--- config.mk ---
export PLATFORM = sky130hd
export DESIGN_NAME = drrip_replacement_policy_unit
export DESIGN_NICKNAME = d
export VERILOG_FILES = /design/src/design/drrip_pkg.sv /design/src/design/drrip_rrpv_store.sv /design/src/design/drrip_replacement_policy_unit.sv
export VERILOG_INCLUDE_DIRS = /design/src /design/src/design
export SDC_FILE = /design/constraint.sdc
export NUM_CORES = 2
export LEC_CHECK = 0
export BUFFER_PORTS_ARGS = -buffer_cell sky130_fd_sc_hd__buf_2
export CAP_MARGIN = 20
export CORE_AREA = 2 2 548 550
export CTS_CLUSTER_DIAMETER = 60
export DETAILED_ROUTE_END_ITERATION = 12
export DIE_AREA = 0 0 550 552
export GPL_ROUTABILITY_DRIVEN = 0
export PLACE_DENSITY_LB_ADDON = 0.05
export SKIP_LAST_GASP = 1
export SLEW_MARGIN = 20
export SYNTH_ARGS = -nofsm -noshare
export SYNTH_HDL_FRONTEND = slang
export SYNTH_SLANG_ARGS = --single-unit
--- constraint.sdc ---
create_clock -name clk_i -period 13.35 [get_ports clk_i]
set_clock_uncertainty 0.1 [all_clocks]
set_input_delay 1.335 -clock clk_i [delete_from_list [all_inputs] [get_ports clk_i]]
set_output_delay 1.335 -clock clk_i [all_outputs]
set_load 0.01 [all_outputs]
--- src/design/drrip_replacement_policy_unit_macros.svh ---
// ---------------------------------------------------------------------------
// drrip_replacement_policy_unit_macros.svh
// Assertion helpers for the replacement policy block. All of them sample on
// clk_i and are disabled while rst_ni is low.
// ---------------------------------------------------------------------------
`ifndef DRRIP_REPLACEMENT_POLICY_UNIT_MACROS_SVH
`define DRRIP_REPLACEMENT_POLICY_UNIT_MACROS_SVH

// Same-cycle implication.
`define DRRIP_ASSERT_IMP(lbl, ante, cons, msg) \
  lbl: assert property (@(posedge clk_i) disable iff (!rst_ni) (ante) |-> (cons)) \
    else $error(msg);

// Next-cycle implication.
`define DRRIP_ASSERT_NXT(lbl, ante, cons, msg) \
  lbl: assert property (@(posedge clk_i) disable iff (!rst_ni) (ante) |=> (cons)) \
    else $error(msg);

`endif

--- src/design/drrip_pkg.sv ---
// ---------------------------------------------------------------------------
// drrip_pkg
// Sizes, payload types and shared constants of the replacement policy block.
// ---------------------------------------------------------------------------
`default_nettype none

package drrip_pkg;

  // Geometry (SETS is a power of two)
  localparam int SETS      = 256;
  localparam int WAYS      = 8;
  localparam int RRPV_BITS = 2;

  localparam int SET_W = (SETS > 1) ? $clog2(SETS) : 1;
  localparam int WAY_W = $clog2(WAYS);

  localparam logic [RRPV_BITS-1:0] RRPV_MAX  = '1;
  localparam logic [RRPV_BITS-1:0] RRPV_LONG = RRPV_MAX - 1'b1;

  // Duel counter and LFSR
  localparam int CTR_W = 10;
  localparam logic [CTR_W-1:0] CTR_RESET = 10'h200;
  localparam logic [CTR_W-1:0] CTR_MAX   = 10'h3FF;
  localparam logic [15:0]      LFSR_SEED = 16'hACE1;

  // Operation codes
  localparam logic OP_HIT  = 1'b0;
  localparam logic OP_MISS = 1'b1;

  typedef logic [WAYS-1:0][RRPV_BITS-1:0] row_t;

  localparam row_t ROW_RESET = '1;

  typedef struct packed {
    logic       op;
    logic [7:0] set_index;
    logic [2:0] hit_way;
    logic [7:0] valid_mask;
  } in_item_t;

  typedef struct packed {
    logic [2:0] victim_way;
    logic       is_fill;
    logic       chose_empty;
    logic [1:0] inserted_value;
    logic       follower_uses_brrip;
  } out_item_t;

  // Row write-back request to the store
  typedef struct packed {
    logic             en;
    logic [SET_W-1:0] set;
    row_t             row;
  } rrpv_wr_t;

endpackage

`default_nettype wire

--- src/design/drrip_rrpv_store.sv ---
// ---------------------------------------------------------------------------
// drrip_rrpv_store
// Per-set row of re-reference values. One registered read port, one write
// port. A per-set valid flop makes never-written rows read as all-distant.
// ---------------------------------------------------------------------------
`default_nettype none

module drrip_rrpv_store (
  input  wire logic                        clk_i,
  input  wire logic                        rst_ni,
  input  wire logic                        rd_en_i,
  input  wire logic [drrip_pkg::SET_W-1:0] rd_set_i,
  output      drrip_pkg::row_t             rd_row_o,
  input  wire drrip_pkg::rrpv_wr_t         wr_i
);
  import drrip_pkg::*;

  row_t            mem [SETS];
  logic [SETS-1:0] vld_q;
  row_t            rd_row_q;

  // Write the row array
  always_ff @(posedge clk_i) begin
    if (wr_i.en) begin
      mem[wr_i.set] <= wr_i.row;
    end
  end

  // Mark written rows
  always_ff @(posedge clk_i or negedge rst_ni) begin
    if (!rst_ni) begin
      vld_q <= '0;
    end else if (wr_i.en) begin
      vld_q[wr_i.set] <= 1'b1;
    end
  end

  // Register the read data, substituting the reset row when unwritten
  always_ff @(posedge clk_i) begin
    if (rd_en_i) begin
      rd_row_q <= vld_q[rd_set_i] ? mem[rd_set_i] : ROW_RESET;
    end
  end

  assign rd_row_o = rd_row_q;

endmodule

`default_nettype wire

--- src/design/drrip_replacement_policy_unit.sv ---
// ---------------------------------------------------------------------------
// drrip_replacement_policy_unit
// Set-dueling re-reference replacement policy with one shared way scanner.
// ---------------------------------------------------------------------------
// One access is handled at a time; in_stall_o is high from acceptance until
// the result is loaded into the output register. A hit or a fill into an
// invalid way passes accept, row read and write-back. An evicting miss adds a
// scan, where the single compare unit walks the ways one per cycle to find the
// lowest-numbered way with the highest value, and an aging step that ages the
// set, updates the duel counter and, under the bimodal policy, steps the LFSR.
// The row read and write-back use the one port pair of the set store; sets
// never written read as all ways distant, so no clearing pass follows reset.
`default_nettype none

module drrip_replacement_policy_unit (
  input  wire logic                 clk_i,
  input  wire logic                 rst_ni,
  input  wire logic                 in_valid_i,
  output      logic                 in_stall_o,
  input  wire drrip_pkg::in_item_t  in_data_i,
  output      logic                 out_valid_o,
  input  wire logic                 out_stall_i,
  output      drrip_pkg::out_item_t out_data_o
);
  import drrip_pkg::*;

  localparam logic [2:0] ST_IDLE   = 3'd0;
  localparam logic [2:0] ST_LOAD   = 3'd1;
  localparam logic [2:0] ST_SCAN   = 3'd2;
  localparam logic [2:0] ST_AGE    = 3'd3;
  localparam logic [2:0] ST_FINISH = 3'd4;

  localparam logic [WAY_W-1:0] WAY_LAST = WAY_W'(WAYS - 1);

  logic [2:0]           state_q, state_d;
  in_item_t             req_q, req_d;
  row_t                 row_q, row_d;
  logic [WAY_W-1:0]     cnt_q, cnt_d;
  logic [RRPV_BITS-1:0] max_q, max_d;
  logic [WAY_W-1:0]     vic_q, vic_d;
  logic [RRPV_BITS-1:0] ins_q, ins_d;
  logic                 empty_q, empty_d;
  logic [CTR_W-1:0]     ctr_q, ctr_d;
  logic [15:0]          lfsr_q, lfsr_d;
  logic                 out_valid_q, out_valid_d;
  out_item_t            out_q, out_d;

  row_t                 rd_row;
  rrpv_wr_t             wr;
  logic [SET_W-1:0]     in_set, req_set;
  logic [WAYS+7:0]      vmask_ext;
  logic                 free_found;
  logic [WAY_W-1:0]     free_way;
  logic [31:0]          set_ext;
  logic                 srrip_lead, brrip_lead, use_brrip;
  logic [CTR_W-1:0]     ctr_upd;
  logic [15:0]          lfsr_step;
  logic                 hit_in_range;
  row_t                 row_fin;

  // Reduce set numbers to the store depth
  assign in_set  = SET_W'({24'd0, in_data_i.set_index} % SETS);
  assign req_set = SET_W'({24'd0, req_q.set_index} % SETS);

  drrip_rrpv_store u_store (
    .clk_i    (clk_i),
    .rst_ni   (rst_ni),
    .rd_en_i  (in_valid_i && (state_q == ST_IDLE)),
    .rd_set_i (in_set),
    .rd_row_o (rd_row),
    .wr_i     (wr)
  );

  // Find the lowest invalid way; ways past the mask count as valid
  assign vmask_ext = {{WAYS{1'b1}}, req_q.valid_mask};

  always_comb begin
    free_found = 1'b0;
    free_way   = '0;
    for (int w = WAYS - 1; w >= 0; w--) begin
      if (!vmask_ext[w]) begin
        free_found = 1'b1;
        free_way   = WAY_W'(w);
      end
    end
  end

  // Classify leader sets and step the duel counter
  assign set_ext    = 32'(req_set);
  assign srrip_lead = (set_ext[4:0] == set_ext[9:5]);
  assign brrip_lead = ((~set_ext[4:0]) == set_ext[9:5]);

  always_comb begin
    ctr_upd = ctr_q;
    if (srrip_lead && (ctr_q != CTR_MAX)) begin
      ctr_upd = ctr_q + 1'b1;
    end
    if (brrip_lead && (ctr_q != '0)) begin
      ctr_upd = ctr_q - 1'b1;
    end
  end

  assign use_brrip = srrip_lead ? 1'b0 : (brrip_lead ? 1'b1 : ctr_upd[CTR_W-1]);
  assign lfsr_step = {lfsr_q[0] ^ lfsr_q[2] ^ lfsr_q[3] ^ lfsr_q[5], lfsr_q[15:1]};

  // Build the row to write back
  assign hit_in_range = (32'(req_q.hit_way) < WAYS);

  always_comb begin
    row_fin = row_q;
    if (req_q.op == OP_MISS) begin
      row_fin[vic_q] = ins_q;
    end else if (hit_in_range) begin
      row_fin[WAY_W'(req_q.hit_way)] = '0;
    end
  end

  // Sequence one access
  always_comb begin
    state_d     = state_q;
    req_d       = req_q;
    row_d       = row_q;
    cnt_d       = cnt_q;
    max_d       = max_q;
    vic_d       = vic_q;
    ins_d       = ins_q;
    empty_d     = empty_q;
    ctr_d       = ctr_q;
    lfsr_d      = lfsr_q;
    out_valid_d = out_valid_q && out_stall_i;
    out_d       = out_q;
    wr          = '0;

    case (state_q)
      ST_IDLE: begin
        if (in_valid_i) begin
          req_d   = in_data_i;
          state_d = ST_LOAD;
        end
      end
      ST_LOAD: begin
        row_d = rd_row;
        if ((req_q.op == OP_MISS) && free_found) begin
          empty_d = 1'b1;
          vic_d   = free_way;
          ins_d   = RRPV_LONG;
          state_d = ST_FINISH;
        end else if (req_q.op == OP_MISS) begin
          empty_d = 1'b0;
          cnt_d   = '0;
          max_d   = '0;
          vic_d   = '0;
          state_d = ST_SCAN;
        end else begin
          empty_d = 1'b0;
          vic_d   = '0;
          ins_d   = '0;
          state_d = ST_FINISH;
        end
      end
      ST_SCAN: begin
        // Keep the lowest-numbered way holding the highest value
        if (row_q[cnt_q] > max_q) begin
          max_d = row_q[cnt_q];
          vic_d = cnt_q;
        end
        if (cnt_q == WAY_LAST) begin
          state_d = ST_AGE;
        end else begin
          cnt_d = cnt_q + 1'b1;
        end
      end
      ST_AGE: begin
        for (int w = 0; w < WAYS; w++) begin
          row_d[w] = row_q[w] + (RRPV_MAX - max_q);
        end
        ctr_d = ctr_upd;
        if (use_brrip) begin
          lfsr_d = lfsr_step;
          ins_d  = (lfsr_step[4:0] == 5'd0) ? RRPV_LONG : RRPV_MAX;
        end else begin
          ins_d  = RRPV_LONG;
        end
        state_d = ST_FINISH;
      end
      ST_FINISH: begin
        if (!out_valid_q || !out_stall_i) begin
          wr.en                     = 1'b1;
          wr.set                    = req_set;
          wr.row                    = row_fin;
          out_valid_d               = 1'b1;
          out_d.victim_way          = 3'(vic_q);
          out_d.is_fill             = (req_q.op == OP_MISS);
          out_d.chose_empty         = empty_q;
          out_d.inserted_value      = 2'(ins_q);
          out_d.follower_uses_brrip = ctr_q[CTR_W-1];
          state_d                   = ST_IDLE;
        end
      end
      default: begin
        state_d = ST_IDLE;
      end
    endcase
  end

  // Control and policy state
  always_ff @(posedge clk_i or negedge rst_ni) begin
    if (!rst_ni) begin
      state_q     <= ST_IDLE;
      ctr_q       <= CTR_RESET;
      lfsr_q      <= LFSR_SEED;
      out_valid_q <= 1'b0;
    end else begin
      state_q     <= state_d;
      ctr_q       <= ctr_d;
      lfsr_q      <= lfsr_d;
      out_valid_q <= out_valid_d;
    end
  end

  // Working payload
  always_ff @(posedge clk_i) begin
    req_q   <= req_d;
    row_q   <= row_d;
    cnt_q   <= cnt_d;
    max_q   <= max_d;
    vic_q   <= vic_d;
    ins_q   <= ins_d;
    empty_q <= empty_d;
    out_q   <= out_d;
  end

  assign in_stall_o  = (state_q != ST_IDLE);
  assign out_valid_o = out_valid_q;
  assign out_data_o  = out_q;

`include "drrip_replacement_policy_unit_macros.svh"

  `DRRIP_ASSERT_IMP(a_wr_in_finish, wr.en, state_q == ST_FINISH, "row write outside finish")
  `DRRIP_ASSERT_IMP(a_hit_fields, out_valid_o && !out_data_o.is_fill, (out_data_o.victim_way == 3'd0) && !out_data_o.chose_empty && (out_data_o.inserted_value == 2'd0), "hit result carries fill fields")
  `DRRIP_ASSERT_NXT(a_ctr_only_age, state_q != ST_AGE, $stable(ctr_q), "duel counter moved outside aging")

endmodule

`default_nettype wire
; ---- Word level (Yosys, flattened, before mapping)
; Memories as Yosys holds them, arrays and structs flattened. A register that Yosys moved wholly into a read port is not among the register bits.
; Index checks and enable logic that the tools add are counted.
; Widths: inputs -> output; s select.
[totals]
register_bits = 341
inputBits = 24
mem_count = 1
ramBits = 4096
[memory_table]
columns = name, depth, word_bits, read_ports, rd_clocked_by_memory_dff, wr, line
row1 = u_store.mem, 256, 16, 1, 1, 1, drrip_rrpv_store.sv:18  ; row_t mem [SETS];
[op_classes]
n_reduce_logical = 28
eq_ne = 16
bitwise = 7
add_sub_neg = 12
muxes = 62
n_lt_le_gt_ge = 9
[ops]
columns = op, count
row1 = $or 256x256->256, 1
row2 = $mux 3, 18
row3 = $mux 25, 2
row4 = $pmux 16 s2, 1
row5 = $mux 10, 2
row6 = $mux 1, 19
row7 = $lt 8x9->1 const B, 2
row8 = $add 2x2->2, 8
row9 = $and 16x16->16, 1
row10 = $bwmux 16, 1
row11 = $mux 16, 1
row12 = $mux 2, 8
row13 = $not 16->16, 1
row14 = $pmux 3 s5, 1
row15 = $ne 2x2->1 const B, 7
row16 = $demux 2 s3, 2
row17 = $lt 3x4->1 const B, 3
row18 = $pmux 3 s2, 2
row19 = $reduce_and 2->1, 6
row20 = $add 10x1->10 const B, 1
row21 = $eq 5x3->1, 2
row22 = $ne 10x10->1 const B, 1
row23 = $reduce_bool 10->1, 1
row24 = $sub 10x1->10 const B, 1
row25 = other kinds (24), 42

; ---- Logic depth before layout (Yosys ltp)
[depth]
depth_word = 14
ltp_mapped = 12

; ---- By module
; Synthesis repeated with hierarchy kept, for this count alone.
[unflattened]
cells_unflattened = 7719
hier_area_um2 = 172619.3
[modules_own_cells]
columns = mod, area_each_um2, seq_area_each_um2, cells_per_inst, n_inst
row1 = drrip_rrpv_store, 167778.4, 129884.6, 7277, 1
row2 = drrip_replacement_policy_unit, 4840.9, 2413.6, 442, 1

; ---- Worst setup path before layout
; No wires, ideal clock.
[synth_path]
path_kind = input port to flip-flop
from = input out_stall_i
to = memory u_store.mem[0][6] in the netlist's numbering, data pin
setup_slack_ns = 2.994
path_stages = 4
required_time_ns = 11.677
t_arrival_ns = 8.683
n_path_buf = 1
cell_sequence = nand2_1 > nand3_1 > clkbuf_1 > a21oi_1
[synth_lines]
columns = item, line
row1 = start: declaration, drrip_replacement_policy_unit.sv:22  ; input wire logic out_stall_i,
row2 = end: declaration, drrip_rrpv_store.sv:18

; ---- Final worst setup path
[layout_path]
from = input in_data_i[12] in the netlist's numbering
to = register u_store.rd_row_q (netlist bit u_store.rd_row_o[3]) (read register of u_store.mem), data pin
[layout_via]
elab_chain_cells = 3
[layout_rtl]
columns = item, line
row1 = start: declaration, drrip_replacement_policy_unit.sv:20  ; input wire drrip_pkg::in_item_t in_data_i,
row2 = $bmux 1 s8, drrip_rrpv_store.sv:41  ; rd_row_q <= vld_q[rd_set_i] ? mem[rd_set_i] : ROW_RESET;
row3 = $mux 1 (implied by the code), drrip_rrpv_store.sv:41
row4 = $logic_not 1->1 (no source line), -
row5 = end: declaration, drrip_rrpv_store.sv:20  ; row_t rd_row_q;
; Several ways; a longest one is shown, not always the timed one. The select of a mux whose other input is x is not followed.
; A chain may end at the register's enable or synchronous reset.

==> results.sh <==
export IMPL_worstPathRequired_ns=14.06
export IMPL_worstHoldPathType="primary input to async pin"
export IMPL_cell_internal_power_mw=23.9
export IMPL_p_sw_share_pct=22.1
export IMPL_ctsLongestPathBuffers=4
export IMPL_timing_critical_path_mode_cell="sky130_fd_sc_hd__buf_4"
export IMPL_synthesis_nets=7677
export IMPL_cts_buffers=447
export IMPL_critical_path_cell_chain="buf_8, buf_4, buf_4, mux4_2, mux2i_1, mux2_2, a21oi_1, o211ai_1, o2111a_1, a31o_1"
export IMPL_fin_setup_tns_ns=0
export IMPL_area_growth_synth_to_final_pct=12.9
export IMPL_post_synth_instance_area_um2=172000
export IMPL_global_route_wire_length_before_repair_um=623000
export IMPL_grt_overflow=0
export IMPL_irDropWorstVdd_v=0.000118
export IMPL_criticalPathCategory="primary input to register"
export IMPL_ys_top_cells_by_area="sky130_fd_sc_hd__edfxtp_1 73%, sky130_fd_sc_hd__mux4_2 16%, sky130_fd_sc_hd__dfrtp_1 4.0%"
export IMPL_drive_gt1_share_pct=32.1
export IMPL_cp_slowest_stage_delay_ns=0.89
export IMPL_viasPerCell=6.56
export IMPL_drt_wl_total_um=440000
export IMPL_cts_root_buf="sky130_fd_sc_hd__clkbuf_16"
export IMPL_layout_worst_path_cycle_share_pct=40.3
export IMPL_status="completed"
export IMPL_synth_distinct_cells=57
export IMPL_maxCapViolations=0
export IMPL_clkPwrFrac_pct=41.5
export IMPL_grtUsageTotal_pct=29.1
export IMPL_start_kind="primary input"
export IMPL_cpLargestDelayFamily="compound AO/OA/AOI/OAI gates"
export IMPL_yosys_warnings=0
export IMPL_fmax_mhz=186
export IMPL_worst_skew_pair_late_latency_ns=0.97
export IMPL_worst_pin_slew_ns=1.31
export IMPL_nNetsFinal=8164
export IMPL_postSynth_topFlopCell="sky130_fd_sc_hd__edfxtp_1"
export IMPL_crit_buf_inv=3
export IMPL_worst_path_cell_with_the_longest_stage_delay="sky130_fd_sc_hd__o2111a_1"
export IMPL_most_common_layout_cells="4,167 x sky130_fd_sc_hd__edfxtp_1, 1,192 x sky130_fd_sc_hd__mux4_2, 456 x sky130_fd_sc_hd__clkbuf_16"
export IMPL_final_antenna_net_count=0
export IMPL_post_synthesis_instance_total=7638
export IMPL_drc=0
export IMPL_synth_seq_area_share_pct=77.0
export IMPL_tritoncts="done"
export IMPL_die_y_um=552
export IMPL_cp_end_kind="register"
export IMPL_number_of_antenna_violations_at_the_first_check_in_global_routing=24
export IMPL_area_of_the_placeable_core_um2=298000
export IMPL_grt_pass1_vias=82152
export IMPL_total_leakage_power_nw=64.9
export IMPL_synth_enable_flop_cells=4167
export IMPL_die_area_um2=304000
export IMPL_rows=201
export IMPL_average_wire_length_per_cell_after_detail_routing_um=35.3
export IMPL_postCtsResizedCells=0
export IMPL_final_cell_count_no_fill=12480
export IMPL_layout_min_cycle_time_ns=5.38
export IMPL_cp_max_fo=56
export IMPL_slew_viol_final=0
export IMPL_rsz0062_at_grt="false"
export IMPL_die_w_um=550
export IMPL_power_per_cell_area_nw_per_um2=158
export IMPL_synth_async_reset_ratio_pct=6.42
export IMPL_most_common_library_cell_in_the_layout_ignoring_fill_and_taps="sky130_fd_sc_hd__edfxtp_1"
export IMPL_finalSetupViolations=0
export IMPL_cp_data_arrival_time_ns=6.09
export IMPL_postCtsHoldBufs=0
export IMPL_total_power_mw=30.7
export IMPL_hold_viol=0
export IMPL_syn_avg_cell_area_um2=22.5
export IMPL_placedCellCount=11628
export IMPL_seqPwrFrac_pct=51.9
export IMPL_synth_top_cell_area_share_pct=72.8
export IMPL_clk_transition_reported_paths_ns=0.06
export IMPL_post_cts_setup_buffer_count=0
export IMPL_netSwitchingPower_mw=6.79
export IMPL_buffer_ports_inserted=33
export IMPL_hpwl_um=258000
export IMPL_power_share_combinational_pct=6.6
export IMPL_initial_core_util_pct=57.6
export IMPL_grt_max_degree=202
export IMPL_timing_max_slew_rel_slack_pct=12.6
export IMPL_postLayoutCoreUtil_pct=65.0
export IMPL_num_vias=81855
export IMPL_cts_sink_count=4453
export IMPL_top_level_ports=34
export IMPL_drt_first_iter_violations=9881
export IMPL_synth_top_cell_by_area="sky130_fd_sc_hd__edfxtp_1"
export IMPL_yosys_register_bits=4453
export IMPL_h_tree_level_count=5
export IMPL_firstDrtPassIters=7
-- path summary, 6_finish.rpt --
kind	slack, ns	cells after the start	from	to
worst max register to register	8.21	8	vic_q[2]$_DFFE_PP_	u_store.mem[36][8]$_DFFE_PP_
max in group asynchronous	11.39	2	rst_ni	u_store.vld_q[58]$_DFFE_PN0P_
worst max-delay path	7.97	10	in_data_i[12]	u_store.rd_row_o[3]$_SDFFCE_PN1P_
worst min-delay path	0.32	1	rst_ni	lfsr_q[8]$_DFFE_PN0P_
worst min register to register	0.33	0	empty_q$_DFFE_PP_	out_data_o[3]$_DFFE_PP_
min in group clk_i	0.33	0	empty_q$_DFFE_PP_	out_data_o[3]$_DFFE_PP_
-- power by group through the flow --
stage | Combinational [mW] | Clock, mW | Sequential (mW)
final | 2.02 | 12.7 | 15.9
after global routing | 2.14 | 13.5 | 15.9
after CTS | 2.03 | 12.9 | 15.9
after detailed placement | 2.03 | 0 | 16.2
after global placement | 1.96 | 0 | 16.2
after floorplan | 1.12 | 0 | 16.4
-- cells in the mapped netlist (all sizes together) (5+ instances only) --
cell type     n
or2         257
nor2b        15
nand4        39
dfstp         9
buf         203
a31o         17
clkbuf      195
o22ai        34
inv          15
mux2         55
nand2       103
dfrtp       277
a211oi       17
nor3b         7
a22oi       174
nor3         12
edfxtp     4167
and3         10
a21oi        12
and2          5
mux2i       339
xnor2        29
nand2b        6
mux4       1192
ha           15
nor2        340
o21ai        22
nand3        30
-- kinds of logic after synthesis --
family	count (synthesis)	share of synthesized area, %
flip-flops	4453	77.0
multiplexers	1586	18.0
AND/OR/NAND/NOR	839	2.40
buffers and inverters	413	1.10
AO/OA/AOI/OAI	299	1.25
XOR/XNOR	33	0.168
adder cells (fa/ha/maj)	15	0.109
-- sequential cells by signal (all words and copies together) (netlist names), 3 cells and up --
| signal | cells |
|---|---|
| cnt_q | 3 |
| ctr_q | 10 |
| lfsr_q | 16 |
| out_data_o | 8 |
| req_q | 20 |
| row_q | 16 |
| state_q | 3 |
| u_store.mem | 4096 |
| u_store.rd_row_o | 16 |
| u_store.vld_q | 256 |
| vic_q | 3 |
-- worst reg2reg max path: stages (launching register included) --
cell and delay (ns):
sky130_fd_sc_hd__edfxtp_1 0.59, sky130_fd_sc_hd__nor2b_1 0.29, sky130_fd_sc_hd__nor2b_1 0.23, sky130_fd_sc_hd__mux2_2 0.18
sky130_fd_sc_hd__a22oi_1 0.09, sky130_fd_sc_hd__nor2_4 0.75, sky130_fd_sc_hd__buf_4 0.72, sky130_fd_sc_hd__buf_4 0.77
sky130_fd_sc_hd__buf_4 0.89
-- per-layer routing --
| layer | routed length [um] | track usage (%) | share of wire [%] | vias to the layer above |
|---|---|---|---|---|
| met1 | 172000 | 41.1 | 39 | 44546 |
| met3 | 35900 | 5.82 | 8.1 | 624 |
| li1 | - | - | - | 33060 |
| met2 | 218000 | 46.7 | 49 | 3617 |
| met5 | 176 | 0 | 0.040 | - |
| met4 | 14300 | 8.90 | 3.2 | 8 |
-- final cells by class --
cell class | count | area [um2]
multi-input combinational | 2772 | 38100
timing repair buffer | 436 | 3500
fill | 19424 | 104000
clock buffer | 573 | 12100
antenna | 9 | 22.5
sequential | 4453 | 132000
inverter | 15 | 56.3
tap | 3958 | 4950
clock inverter | 264 | 2870
-- per-stage QoR --
| stage | worst slack, ns | hold slack [ns] | instance area, um2 |
|---|---|---|---|
| floorplan | 2.99 | 0.300 | 172000 |
| global placement | 6.94 | 0.312 | 179000 |
| detailed placement | 7.03 | 0.311 | 179000 |
| CTS | 8.05 | 0.281 | 194000 |
| global route | 7.75 | 0.337 | 194000 |
| finish | 7.97 | 0.319 | 194000 |
No activity file was read; power rests on OpenSTA's default activity.
